--- src/rtl/core/bls_pkg.sv ---
// Shared types and constants for the line stepper.
// Used by the walker, the top level, the checker and the bench; depends on nothing else.
package bls_pkg;

  // Widths fixed by the stream fields and the window registers.
  localparam int FIELD_W        = 16;
  localparam int WIN_W          = 15;
  localparam int CFG_IDX_W      = 2;
  localparam int COORD_BITS_DEF = 16;

  localparam logic [WIN_W-1:0] WIN_WIDTH_RST  = 15'd1024;
  localparam logic [WIN_W-1:0] WIN_HEIGHT_RST = 15'd768;

  // Configuration register indexes.
  localparam logic [CFG_IDX_W-1:0] REG_WIN_WIDTH  = 2'd0;
  localparam logic [CFG_IDX_W-1:0] REG_WIN_HEIGHT = 2'd1;

  typedef enum logic {
    OP_LOAD = 1'b0,
    OP_STEP = 1'b1
  } op_e;

  typedef enum logic [1:0] {
    KIND_ACCEPT = 2'd0,
    KIND_REJECT = 2'd1,
    KIND_PIXEL  = 2'd2,
    KIND_IDLE   = 2'd3
  } kind_e;

  // One input request as held in the input register.
  typedef struct packed {
    op_e                 opcode;
    logic [FIELD_W-1:0]  start_x;
    logic [FIELD_W-1:0]  start_y;
    logic [FIELD_W-1:0]  end_x;
    logic [FIELD_W-1:0]  end_y;
    logic [FIELD_W-1:0]  depth_tag;
  } item_t;

  // One result as held in the output register.
  typedef struct packed {
    kind_e               kind;
    logic [FIELD_W-1:0]  pixel_x;
    logic [FIELD_W-1:0]  pixel_y;
    logic                last_pixel;
    logic [FIELD_W-1:0]  pixel_tag;
  } result_t;

endpackage

--- src/rtl/core/bls_stage.sv ---
// Pipeline register with a valid/ready handshake on both sides.
// Used for the input and the result register; depends on nothing else.
module bls_stage #(
  parameter int WIDTH = 8
) (
  input  logic             clk_i,
  input  logic             rst_ni,
  input  logic             in_valid_i,
  output logic             in_ready_o,
  input  logic [WIDTH-1:0] in_data_i,
  output logic             out_valid_o,
  input  logic             out_ready_i,
  output logic [WIDTH-1:0] out_data_o
);

  logic             valid_q;
  logic [WIDTH-1:0] data_q;

  // The register refills in the same cycle that its content is taken.
  assign in_ready_o  = !valid_q || out_ready_i;
  assign out_valid_o = valid_q;
  assign out_data_o  = data_q;

  always_ff @(posedge clk_i or negedge rst_ni) begin
    if (!rst_ni) begin
      valid_q <= 1'b0;
    end else if (in_ready_o) begin
      valid_q <= in_valid_i;
    end
  end

  always_ff @(posedge clk_i) begin
    if (in_ready_o && in_valid_i) begin
      data_q <= in_data_i;
    end
  end

endmodule

--- src/rtl/core/bls_walker.sv ---
// Segment state and the single-pass load/step logic of the line walker.
// Depends on bls_pkg; feeds the result register in the top level.
module bls_walker import bls_pkg::*; #(
  parameter int COORD_BITS = COORD_BITS_DEF
) (
  input  logic             clk_i,
  input  logic             rst_ni,
  input  logic             en_i,
  input  item_t            item_i,
  input  logic [WIN_W-1:0] win_width_i,
  input  logic [WIN_W-1:0] win_height_i,
  output result_t          res_o
);

  localparam int CW = COORD_BITS;
  localparam int EW = CW + 1;
  localparam int KW = ((CW > FIELD_W) ? CW : FIELD_W) + 1;

  logic [CW-1:0]      xi, yi, xf, yf;
  logic [KW-1:0]      xi_k, yi_k, xf_k, yf_k, lim_w, lim_h;
  logic [EW-1:0]      dx_e, dy_e, dx_mag, dy_mag;
  logic [CW-1:0]      ld_adx, ld_ady, ld_major;
  logic               ld_reject;

  logic [CW-1:0]      cur_x_q, cur_x_d, cur_y_q, cur_y_d;
  logic [EW-1:0]      err_q, err_d;
  logic [CW-1:0]      abs_dx_q, abs_dx_d, abs_dy_q, abs_dy_d;
  logic               x_neg_q, x_neg_d, y_neg_q, y_neg_d;
  logic               major_x_q, major_x_d;
  logic [CW-1:0]      steps_q, steps_d;
  logic               busy_q, busy_d;
  logic [FIELD_W-1:0] tag_q, tag_d;

  logic [CW-1:0]      minor_v, major_v, nx, ny, steps_dec;
  logic [EW-1:0]      err_sum, err_step;
  logic               hit;
  logic [FIELD_W-1:0] px, py;

  // Coordinates are COORD_BITS-wide two's complement values.
  if (CW <= FIELD_W) begin : g_narrow_in
    assign xi = item_i.start_x[CW-1:0];
    assign yi = item_i.start_y[CW-1:0];
    assign xf = item_i.end_x[CW-1:0];
    assign yf = item_i.end_y[CW-1:0];
  end else begin : g_wide_in
    assign xi = {{(CW-FIELD_W){1'b0}}, item_i.start_x};
    assign yi = {{(CW-FIELD_W){1'b0}}, item_i.start_y};
    assign xf = {{(CW-FIELD_W){1'b0}}, item_i.end_x};
    assign yf = {{(CW-FIELD_W){1'b0}}, item_i.end_y};
  end

  if (CW >= FIELD_W) begin : g_wide_out
    assign px = nx[FIELD_W-1:0];
    assign py = ny[FIELD_W-1:0];
  end else begin : g_narrow_out
    assign px = {{(FIELD_W-CW){nx[CW-1]}}, nx};
    assign py = {{(FIELD_W-CW){ny[CW-1]}}, ny};
  end

  assign xi_k  = {{(KW-CW){xi[CW-1]}}, xi};
  assign yi_k  = {{(KW-CW){yi[CW-1]}}, yi};
  assign xf_k  = {{(KW-CW){xf[CW-1]}}, xf};
  assign yf_k  = {{(KW-CW){yf[CW-1]}}, yf};
  assign lim_w = {{(KW-WIN_W){1'b0}}, win_width_i};
  assign lim_h = {{(KW-WIN_W){1'b0}}, win_height_i};

  function automatic logic outside(input logic [KW-1:0] c, input logic [KW-1:0] lim);
    return c[KW-1] || ($signed(c) > $signed(lim));
  endfunction

  assign ld_reject = (outside(xi_k, lim_w) && outside(xf_k, lim_w)) ||
                     (outside(yi_k, lim_h) && outside(yf_k, lim_h));

  assign dx_e     = {xf[CW-1], xf} - {xi[CW-1], xi};
  assign dy_e     = {yf[CW-1], yf} - {yi[CW-1], yi};
  assign dx_mag   = dx_e[EW-1] ? (~dx_e + EW'(1)) : dx_e;
  assign dy_mag   = dy_e[EW-1] ? (~dy_e + EW'(1)) : dy_e;
  assign ld_adx   = dx_mag[CW-1:0];
  assign ld_ady   = dy_mag[CW-1:0];
  assign ld_major = (ld_adx >= ld_ady) ? ld_adx : ld_ady;

  // One step: the major axis always moves, the minor axis moves when the
  // accumulated error reaches the major delta.
  assign minor_v   = major_x_q ? abs_dy_q : abs_dx_q;
  assign major_v   = major_x_q ? abs_dx_q : abs_dy_q;
  assign err_sum   = err_q + {1'b0, minor_v};
  assign hit       = err_sum >= {1'b0, major_v};
  assign err_step  = hit ? (err_sum - {1'b0, major_v}) : err_sum;
  assign nx        = (major_x_q || hit) ?
                     (x_neg_q ? cur_x_q - CW'(1) : cur_x_q + CW'(1)) : cur_x_q;
  assign ny        = (!major_x_q || hit) ?
                     (y_neg_q ? cur_y_q - CW'(1) : cur_y_q + CW'(1)) : cur_y_q;
  assign steps_dec = steps_q - CW'(1);

  always_comb begin
    cur_x_d   = cur_x_q;
    cur_y_d   = cur_y_q;
    err_d     = err_q;
    abs_dx_d  = abs_dx_q;
    abs_dy_d  = abs_dy_q;
    x_neg_d   = x_neg_q;
    y_neg_d   = y_neg_q;
    major_x_d = major_x_q;
    steps_d   = steps_q;
    busy_d    = busy_q;
    tag_d     = tag_q;
    res_o     = '0;
    if (item_i.opcode == OP_LOAD) begin
      if (ld_reject) begin
        busy_d     = 1'b0;
        steps_d    = '0;
        res_o.kind = KIND_REJECT;
      end else begin
        cur_x_d         = xi;
        cur_y_d         = yi;
        x_neg_d         = dx_e[EW-1] || (dx_e == '0);
        y_neg_d         = dy_e[EW-1] || (dy_e == '0);
        abs_dx_d        = ld_adx;
        abs_dy_d        = ld_ady;
        major_x_d       = ld_adx >= ld_ady;
        err_d           = {2'b00, ld_major[CW-1:1]};
        steps_d         = ld_major;
        busy_d          = ld_major != '0;
        tag_d           = item_i.depth_tag;
        res_o.kind      = KIND_ACCEPT;
        res_o.pixel_tag = item_i.depth_tag;
      end
    end else if (busy_q) begin
      cur_x_d          = nx;
      cur_y_d          = ny;
      err_d            = err_step;
      steps_d          = steps_dec;
      busy_d           = steps_dec != '0;
      res_o.kind       = KIND_PIXEL;
      res_o.pixel_x    = px;
      res_o.pixel_y    = py;
      res_o.last_pixel = steps_dec == '0;
      res_o.pixel_tag  = tag_q;
    end else begin
      res_o.kind = KIND_IDLE;
    end
  end

  always_ff @(posedge clk_i or negedge rst_ni) begin
    if (!rst_ni) begin
      cur_x_q   <= '0;
      cur_y_q   <= '0;
      err_q     <= '0;
      abs_dx_q  <= '0;
      abs_dy_q  <= '0;
      x_neg_q   <= 1'b0;
      y_neg_q   <= 1'b0;
      major_x_q <= 1'b0;
      steps_q   <= '0;
      busy_q    <= 1'b0;
      tag_q     <= '0;
    end else if (en_i) begin
      cur_x_q   <= cur_x_d;
      cur_y_q   <= cur_y_d;
      err_q     <= err_d;
      abs_dx_q  <= abs_dx_d;
      abs_dy_q  <= abs_dy_d;
      x_neg_q   <= x_neg_d;
      y_neg_q   <= y_neg_d;
      major_x_q <= major_x_d;
      steps_q   <= steps_d;
      busy_q    <= busy_d;
      tag_q     <= tag_d;
    end
  end

endmodule

--- src/rtl/core/bresenham_line_stepper.sv ---
// Channel  Dir  tuser        tlast       tdata (low bit first)
// s_axis   in   opcode       unused      start_x, start_y, end_x, end_y, depth_tag
// m_axis   out  kind         last_pixel  pixel_x, pixel_y, pixel_tag
// cfg      in   -            -           cfg_idx_i selects window_width / window_height
//
// One request per cycle is sustained while m_axis is ready; each request gives
// exactly one result. A request passes through the input register, then the
// walker logic into the result register. The walker state updates as a request moves on.
// A stalled m_axis holds the result register and backs up into the input
// register; s_axis_tready drops only when both are full.
// Reset is asynchronous and active low; it leaves the walker idle.
module bresenham_line_stepper import bls_pkg::*; #(
  parameter int COORD_BITS = COORD_BITS_DEF
) (
  input  logic                 clk_i,
  input  logic                 rst_ni,
  input  logic                 s_axis_tvalid,
  output logic                 s_axis_tready,
  input  logic [79:0]          s_axis_tdata,  // start_x, start_y, end_x, end_y, depth_tag
  input  logic                 s_axis_tuser,  // opcode
  output logic                 m_axis_tvalid,
  input  logic                 m_axis_tready,
  output logic [47:0]          m_axis_tdata,  // pixel_x, pixel_y, pixel_tag
  output logic [1:0]           m_axis_tuser,  // kind
  output logic                 m_axis_tlast,
  input  logic                 cfg_we_i,
  input  logic [CFG_IDX_W-1:0] cfg_idx_i,
  input  logic [WIN_W-1:0]     cfg_wdata_i
);

  item_t                s_item, q_item;
  logic [$bits(item_t)-1:0] q_item_bits;
  logic                 q_valid, res_ready;
  result_t              res, out_res;
  logic [$bits(result_t)-1:0] out_bits;
  logic [WIN_W-1:0]     win_width_q, win_height_q;

  assign s_item.opcode    = op_e'(s_axis_tuser);
  assign s_item.start_x   = s_axis_tdata[15:0];
  assign s_item.start_y   = s_axis_tdata[31:16];
  assign s_item.end_x     = s_axis_tdata[47:32];
  assign s_item.end_y     = s_axis_tdata[63:48];
  assign s_item.depth_tag = s_axis_tdata[79:64];

  always_ff @(posedge clk_i or negedge rst_ni) begin
    if (!rst_ni) begin
      win_width_q  <= WIN_WIDTH_RST;
      win_height_q <= WIN_HEIGHT_RST;
    end else if (cfg_we_i) begin
      if (cfg_idx_i == REG_WIN_WIDTH) begin
        win_width_q <= cfg_wdata_i;
      end
      if (cfg_idx_i == REG_WIN_HEIGHT) begin
        win_height_q <= cfg_wdata_i;
      end
    end
  end

  bls_stage #(
    .WIDTH ($bits(item_t))
  ) u_in_stage (
    .clk_i       (clk_i),
    .rst_ni      (rst_ni),
    .in_valid_i  (s_axis_tvalid),
    .in_ready_o  (s_axis_tready),
    .in_data_i   (s_item),
    .out_valid_o (q_valid),
    .out_ready_i (res_ready),
    .out_data_o  (q_item_bits)
  );

  assign q_item = item_t'(q_item_bits);

  bls_walker #(
    .COORD_BITS (COORD_BITS)
  ) u_walker (
    .clk_i        (clk_i),
    .rst_ni       (rst_ni),
    .en_i         (q_valid && res_ready),
    .item_i       (q_item),
    .win_width_i  (win_width_q),
    .win_height_i (win_height_q),
    .res_o        (res)
  );

  bls_stage #(
    .WIDTH ($bits(result_t))
  ) u_out_stage (
    .clk_i       (clk_i),
    .rst_ni      (rst_ni),
    .in_valid_i  (q_valid),
    .in_ready_o  (res_ready),
    .in_data_i   (res),
    .out_valid_o (m_axis_tvalid),
    .out_ready_i (m_axis_tready),
    .out_data_o  (out_bits)
  );

  assign out_res      = result_t'(out_bits);
  assign m_axis_tuser = out_res.kind;
  assign m_axis_tlast = out_res.last_pixel;
  assign m_axis_tdata = {out_res.pixel_tag, out_res.pixel_y, out_res.pixel_x};

endmodule

--- config.mk ---
export PLATFORM = sky130hd
export DESIGN_NAME = bresenham_line_stepper
export DESIGN_NICKNAME = d
export VERILOG_FILES = /design/src/rtl/core/bls_pkg.sv /design/src/rtl/core/bls_stage.sv /design/src/rtl/core/bls_walker.sv /design/src/rtl/core/bresenham_line_stepper.sv
export SDC_FILE = /design/constraint.sdc
export NUM_CORES = 1
export LEC_CHECK = 0
export BUFFER_PORTS_ARGS = -buffer_cell sky130_fd_sc_hd__buf_2
export CAP_MARGIN = 5
export CORE_MARGIN = 5
export CORE_UTILIZATION = 45
export DETAILED_ROUTE_END_ITERATION = 16
export GPL_TIMING_DRIVEN = 1
export PLACE_DENSITY = 0.66
export SKIP_CTS_REPAIR_TIMING = 1
export SYNTH_ARGS = -nofsm -noshare
export SYNTH_HDL_FRONTEND = slang
export SYNTH_SLANG_ARGS = --single-unit
--- constraint.sdc ---
create_clock -name clk_i -period 7.14 [get_ports clk_i]
set_input_delay 1.071 -clock clk_i [delete_from_list [all_inputs] [get_ports clk_i]]
set_output_delay 1.071 -clock clk_i [all_outputs]
set_load 0.03 [all_outputs]
==> flow_summary.ini, run 1 <==
[finish]
synthToLayoutAreaGrowth_pct = 12.0
fin_cells = 2711
fin_nets = 2429
nFillCells = 3828
final_layout_size_suffix_gt1_share_pct = 14.8
num_antenna_cells = 0

[worst_setup_path]
critPathMaxFanout = 11
critPathMaxStageDelay_ns = 0.54
arrival_ns = 6.56
cp_slowest_cell = xnor2_1
crit_path_end_kind = flop
cp-start-kind = flop
crit_required_ns = 7.57
path_class = flop to flop
worstPathCellList = ha_1 -> fa_1 -> nor2b_2 -> o31a_1 -> o31ai_1 -> o2bb2ai_1 -> nor4b_2 -> and4b_1 -> nor2_1 -> xnor2_1 -> inv_1 -> ha_1 -> nand2_1 -> nor2_1 -> o21ai_0 -> o221ai_1 -> or2_2 -> mux2_2 -> or3_1 -> nor4_1 -> a31oi_1

[drt]
firstDrtPassIters = 5
antenna_left = 0
wl_per_cell_um = 19.2
drc_errors = 0
viasPerCell = 5.78
vias = 15662
wl_um = 52000
drt_iter0_drc = 978

[global_routing]
grt_overflow = 0
grt_pass1_wl_um = 83600
grt_max_degree = 94
grt_pass1_vias = 15417
track_usage_pct = 21.7
antenna_found_initial = 0

[timing]
final.setup.tns_ns = 0
min_period_ns = 6.13
skew_ns = 0.0147
tightest_slew_ns = 0.956
rsz0062_at_grt = false
fmax_mhz = 163
drv_slew = 0
post-route-period-util_pct = 85.9
setup_viol = 0
relSlewSlack_pct = 36.3
hold_viol = 0

[yosys]
ys_ff_latch = 281
syn-cell-area_um2 = 19200
synth_fp_nets = 2297
synth-simple-area-share_pct = 16.0
async_reset_ff_share_pct = 53.0
synth_top_family_by_area = compound AO/OA/AOI/OAI gates
muxShareOfSynthArea_pct = 4.57
synth_edf_count = 132
synth-compound-area-share_pct = 18.6
synth_adder_area_share_pct = 11.8
synth_xor_area_share_pct = 4.68
synth_cells = 2016
yosysUniqueCellTypes = 99
ys.flop_type = dfrtp_1
ys_seq_area_share_pct = 40.1
yosys_warnings = 0
synth_area_per_cell_um2 = 9.52

[floorplan]
rows = 75
core_area_um2 = 42000
die_x_um = 216
start_util_pct = 45.6
die-area_um2 = 46900
dieHeight_um = 216
io_pins = 156

[placement]
placedCellCount = 2655
io_buffers = 155
routabilityCongestion = 0.926
hpwl_um = 39200

[power]
leakage_nw = 9.56
p_per_area_nw_per_um2 = 547
ir_drop_v = 0.000311
power_mw = 11.7

[clock_network]
root_buffer = clkbuf_16
clockBufferDepth = 3
clk_pin_slew_ns = 0.07
cts.sinks = 281
cts_tree = yes
clock_latency_ns = 0.58
cts_buffers = 30
htreeDepth = 1

[hold_path]
holdCritPathClass = flop to flop

[run_status]
status = complete, no violations

[job]
maxCapViolations = 0
state kept, by name (all words and copies together) (netlist names):
| signal | count |
|---|---|
| u_walker.busy_q | 1 |
| u_in_stage.out_data_o | 81 |
| u_walker.cur_y_q | 16 |
| u_out_stage.out_data_o | 51 |
| u_walker.err_q | 17 |
| u_walker.abs_dy_q | 16 |
| u_walker.tag_q | 16 |
| u_walker.steps_q | 16 |
| u_walker.abs_dx_q | 16 |
| u_walker.cur_x_q | 16 |
| u_walker.y_neg_q | 1 |
| u_walker.major_x_q | 1 |
| u_in_stage.out_valid_o | 1 |
| u_out_stage.out_valid_o | 1 |
| win_width_q | 15 |
| win_height_q | 15 |
| u_walker.x_neg_q | 1 |
logic make-up after synthesis:
group / Yosys count
AO/OA/AOI/OAI: 533
XOR/XNOR: 100
adder cells (fa/ha/maj): 178
buffers and inverters: 203
flip-flops: 281
multiplexers: 82
AND/OR/NAND/NOR: 639
power breakdown:
group | switching (mW) | total, mW | leakage [nW] | internal, mW
clock | 0.666 | 1.58 | 0.478 | 0.911
combinational | 4.42 | 7.62 | 6.00 | 3.20
sequential | 0.388 | 2.55 | 3.08 | 2.16
worst max-delay path: cells and delay by family, from the launching register on:
kind	cells	cell delay, ns
simple gates	9	2.26
compound gates	6	1.19
fa+ha+maj	3	1.00
xor+xnor	1	0.54
flops	1	0.44
mux	1	0.43
buf+inv	1	0.11
layout by cell type, fill, tap and decap left out, drive strengths merged, types with 63 or more instances in the layout:
cell	n
a21oi	139
buf	177
dfrtp	146
edfxtp	132
ha	172
inv	127
nand2	238
nor2	143
o21ai	132
xnor2	63
cells in the mapped netlist, drive strengths merged, types with 8 or more instances:
master,instances,area share (%)
and2,10,0.33
and3,10,0.35
or4,9,0.35
mux2,45,2.6
ha,172,11
o21ai,132,3.5
nand4,25,0.85
nor3,41,1.1
nand3b,9,0.35
o211ai,9,0.38
nand2,238,4.7
clkbuf,50,0.98
a21o,35,1.4
o21a,25,0.99
nor2,143,2.9
dfrtp,146,19
xnor2,63,2.9
edfxtp,132,21
a22o,27,1.2
nor4,8,0.26
or2,11,0.36
o31ai,15,0.67
inv,126,2.5
mux2i,37,1.9
xor2,37,1.8
nor2b,27,0.89
o22a,12,0.55
a211oi,20,0.81
a21oi,139,3.6
nand2b,20,0.65
or3,21,0.68
nand3,40,1.0
a31oi,17,0.55
buf,27,0.76
layout make-up:
class                           instances  area (um^2)  share of cell area (%)
Inverter                              126          473                    2.20
Timing Repair Buffer                  177          947                    4.41
Sequential cell                       281         7700                    35.8
Tap cell                              539          674                    3.14
Multi-Input combinational cell       1532        10700                    49.8
Clock inverter                         18          180                   0.839
Clock buffer                           38          811                    3.77
routing by layer:
| layer | vias up | GRT usage, % | part of all wire, % |
|---|---|---|---|
| met4 | 0 | 5.81 | 2.4 |
| met1 | 7542 | 30.4 | 46 |
| met5 | - | 0 | 0 |
| met2 | 419 | 36.1 | 47 |
| met3 | 81 | 2.40 | 4.7 |
| li1 | 7620 | - | - |
metrics by stage:
step	util, %	worst slack [ns]	hold slack, ns	area [um^2]
6_report	51.1	1.01	0.473	21500
5_1_grt	51.1	0.636	0.487	21500
4_1_cts	51.1	1.12	0.474	21500
3_5_place_dp	48.8	1.15	0.462	20500
3_3_place_gp	48.8	1.23	0.450	20500
2_1_floorplan	-	1.97	0.441	19200
worst paths after layout:
| check | cells past startpoint | startpoint | endpoint | slack [ns] |
|---|---|---|---|---|
| min in group asynchronous | 1 | rst_ni | u_walker.tag_q[5] | 0.58 |
| max | 21 | u_in_stage.out_data_o[64] | u_walker.busy_q | 1.01 |
| max reg2reg | 21 | u_in_stage.out_data_o[64] | u_walker.busy_q | 1.01 |
| min reg2reg | 2 | u_in_stage.out_data_o[8] | u_walker.tag_q[8] | 0.47 |
| max in group asynchronous | 2 | rst_ni | win_height_q[6] | 5.19 |
| min | 2 | u_in_stage.out_data_o[8] | u_walker.tag_q[8] | 0.47 |
(Power assumes the default switching activity.)
==> run 2, diff against run 1 <==
CTS_BUF_LIST = sky130_fd_sc_hd__clkbuf_4 sky130_fd_sc_hd__clkbuf_8 sky130_fd_sc_hd__clkbuf_16   (was not set)
==> run 2 against run 1 <==
Effect of this change:
- clock power about the same
- first-iteration DRC count increased by 9.2%
- critical endpoint unchanged
- clock-buffer cell count unchanged
- global-route usage hardly changed
- fmax about the same
- sequential power barely moved
- sequential share of layout area hardly changed
==> flow_summary.ini, run 2 (synthesized netlist as in run 1, its figures left out) <==
[drt]
wl_um = 52000
firstDrtPassIters = 5
viasPerCell = 5.77
vias = 15650
wl_per_cell_um = 19.2
antenna_left = 0
drc_errors = 0
drt_iter0_drc = 1068

[floorplan]
die-area_um2 = 46900
core_area_um2 = 42000
die_x_um = 216
dieHeight_um = 216
rows = 75
io_pins = 156
start_util_pct = 45.6

[timing]
hold_viol = 0
relSlewSlack_pct = 34.9
rsz0062_at_grt = false
post-route-period-util_pct = 85.8
setup_viol = 0
drv_slew = 0
skew_ns = 0.0129
min_period_ns = 6.13
tightest_slew_ns = 0.976
fmax_mhz = 163
final.setup.tns_ns = 0

[worst_setup_path]
arrival_ns = 6.56
cp-start-kind = flop
worstPathCellList = ha_1 -> fa_1 -> nor2b_2 -> o31a_1 -> o31ai_1 -> o2bb2ai_1 -> nor4b_2 -> and4b_1 -> nor2_1 -> xnor2_1 -> inv_1 -> ha_1 -> nand2_1 -> nor2_1 -> o21ai_0 -> o221ai_1 -> or2_2 -> mux2_2 -> or3_1 -> nor4_1 -> a31oi_1
crit_path_start = u_in_stage.out_data_o[64]
critPathMaxStageDelay_ns = 0.54
crit_required_ns = 7.57
cp_slowest_cell = xnor2_1
critPathMaxFanout = 11
r2r_start = u_in_stage.out_data_o[64]
path_class = flop to flop
crit_path_end_kind = flop

[placement]
io_buffers = 155
hpwl_um = 39200
routabilityCongestion = 0.926

[finish]
final_layout_size_suffix_gt1_share_pct = 15.0
layout_common_cells = nand2_1 (238), ha_1 (172), buf_2 (154)
mostFrequentLayoutCell = nand2_1
largest_register_ffs = 81
nFillCells = 3817
fin_nets = 2429
num_antenna_cells = 0
fin_util_pct = 51.2
synthToLayoutAreaGrowth_pct = 12.1

[clock_network]
root_buffer = clkbuf_16
cts_tree = yes
cts.sinks = 281
clockBufferDepth = 3
clk_pin_slew_ns = 0.07
clock_latency_ns = 0.58
cts_buffers = 30
htreeDepth = 1

[global_routing]
grt_max_degree = 94
use_met1_pct = 30.6
grt_pass1_wl_um = 83600
antenna_found_initial = 0
grt_use_met2_pct = 36.2
track_usage_pct = 21.7
use_met3_pct = 2.23
grt_overflow = 0
grt_pass1_vias = 15428
grt.busiest_layer = met2

[job]
maxCapViolations = 0

[power]
leakage_nw = 9.57
p_int_mw = 6.29
swShare_pct = 46.6
comb_power_share_pct = 64.8
ir_drop_v = 0.000316
power_frac_seq_pct = 21.6
p_switching_mw = 5.49
power_mw = 11.8
clkPwrFrac_pct = 13.6
p_per_area_nw_per_um2 = 547

[hold_path]
holdCritPathClass = flop to flop
hold_path.startpoint = u_in_stage.out_data_o[8]

[run_status]
status = complete, no violations
## run 2: critical path, delay by kind of cell (launching register included)
kind	cells	cell delay [ns]
simple gates	9	2.25
compound gates	6	1.18
fa+ha+maj	3	1.00
xor+xnor	1	0.54
flops	1	0.44
mux	1	0.43
buf+inv	1	0.11
## run 2: power groups by stage
stage	registers, mW	logic, mW	clock network, mW
CTS	2.54	7.56	1.63
floorplan	2.52	5.86	0
detailed placement	2.56	7.49	0
global route	2.60	8.50	1.68
global placement	2.55	7.34	0
finish	2.55	7.63	1.60
## run 2: layer usage
metal | vias up | share of wire [%] | wire length (um)
met5 | - | 0 | 0
met4 | 0 | 2.4 | 1230
met3 | 77 | 4.5 | 2320
met2 | 412 | 47 | 24500
met1 | 7545 | 46 | 23900
li1 | 7616 | - | -
## run 2: final cells by class
| cell class | instances | area [um^2] | share of cell area (%) |
|---|---|---|---|
| inverter | 126 | 473 | 2.20 |
| timing repair buffer | 177 | 947 | 4.40 |
| sequential | 281 | 7700 | 35.8 |
| clock inverter | 18 | 180 | 0.838 |
| clock buffer | 38 | 830 | 3.86 |
| multi-input combinational | 1532 | 10700 | 49.8 |
| tap | 539 | 674 | 3.14 |
## run 2: per-stage QoR
step	std cells	hold slack (ns)	cell area, um^2	setup WS [ns]
2_1_floorplan	2016	0.441	19200	1.97
3_3_place_gp	2655	0.450	20500	1.23
3_5_place_dp	2655	0.462	20500	1.15
4_1_cts	2711	0.474	21500	1.12
5_1_grt	2711	0.487	21500	0.650
6_report	2711	0.473	21500	1.01
## run 2: final timing paths
| kind | endpoint | slack (ns) | depth (start not counted) |
|---|---|---|---|
| max | u_walker.busy_q | 1.01 | 21 |
| min | u_walker.tag_q[8] | 0.47 | 2 |
| max reg2reg | u_walker.busy_q | 1.01 | 21 |
| min reg2reg | u_walker.tag_q[8] | 0.47 | 2 |
| max in group asynchronous | win_height_q[6] | 5.18 | 2 |
| min in group asynchronous | u_walker.tag_q[5] | 0.58 | 1 |
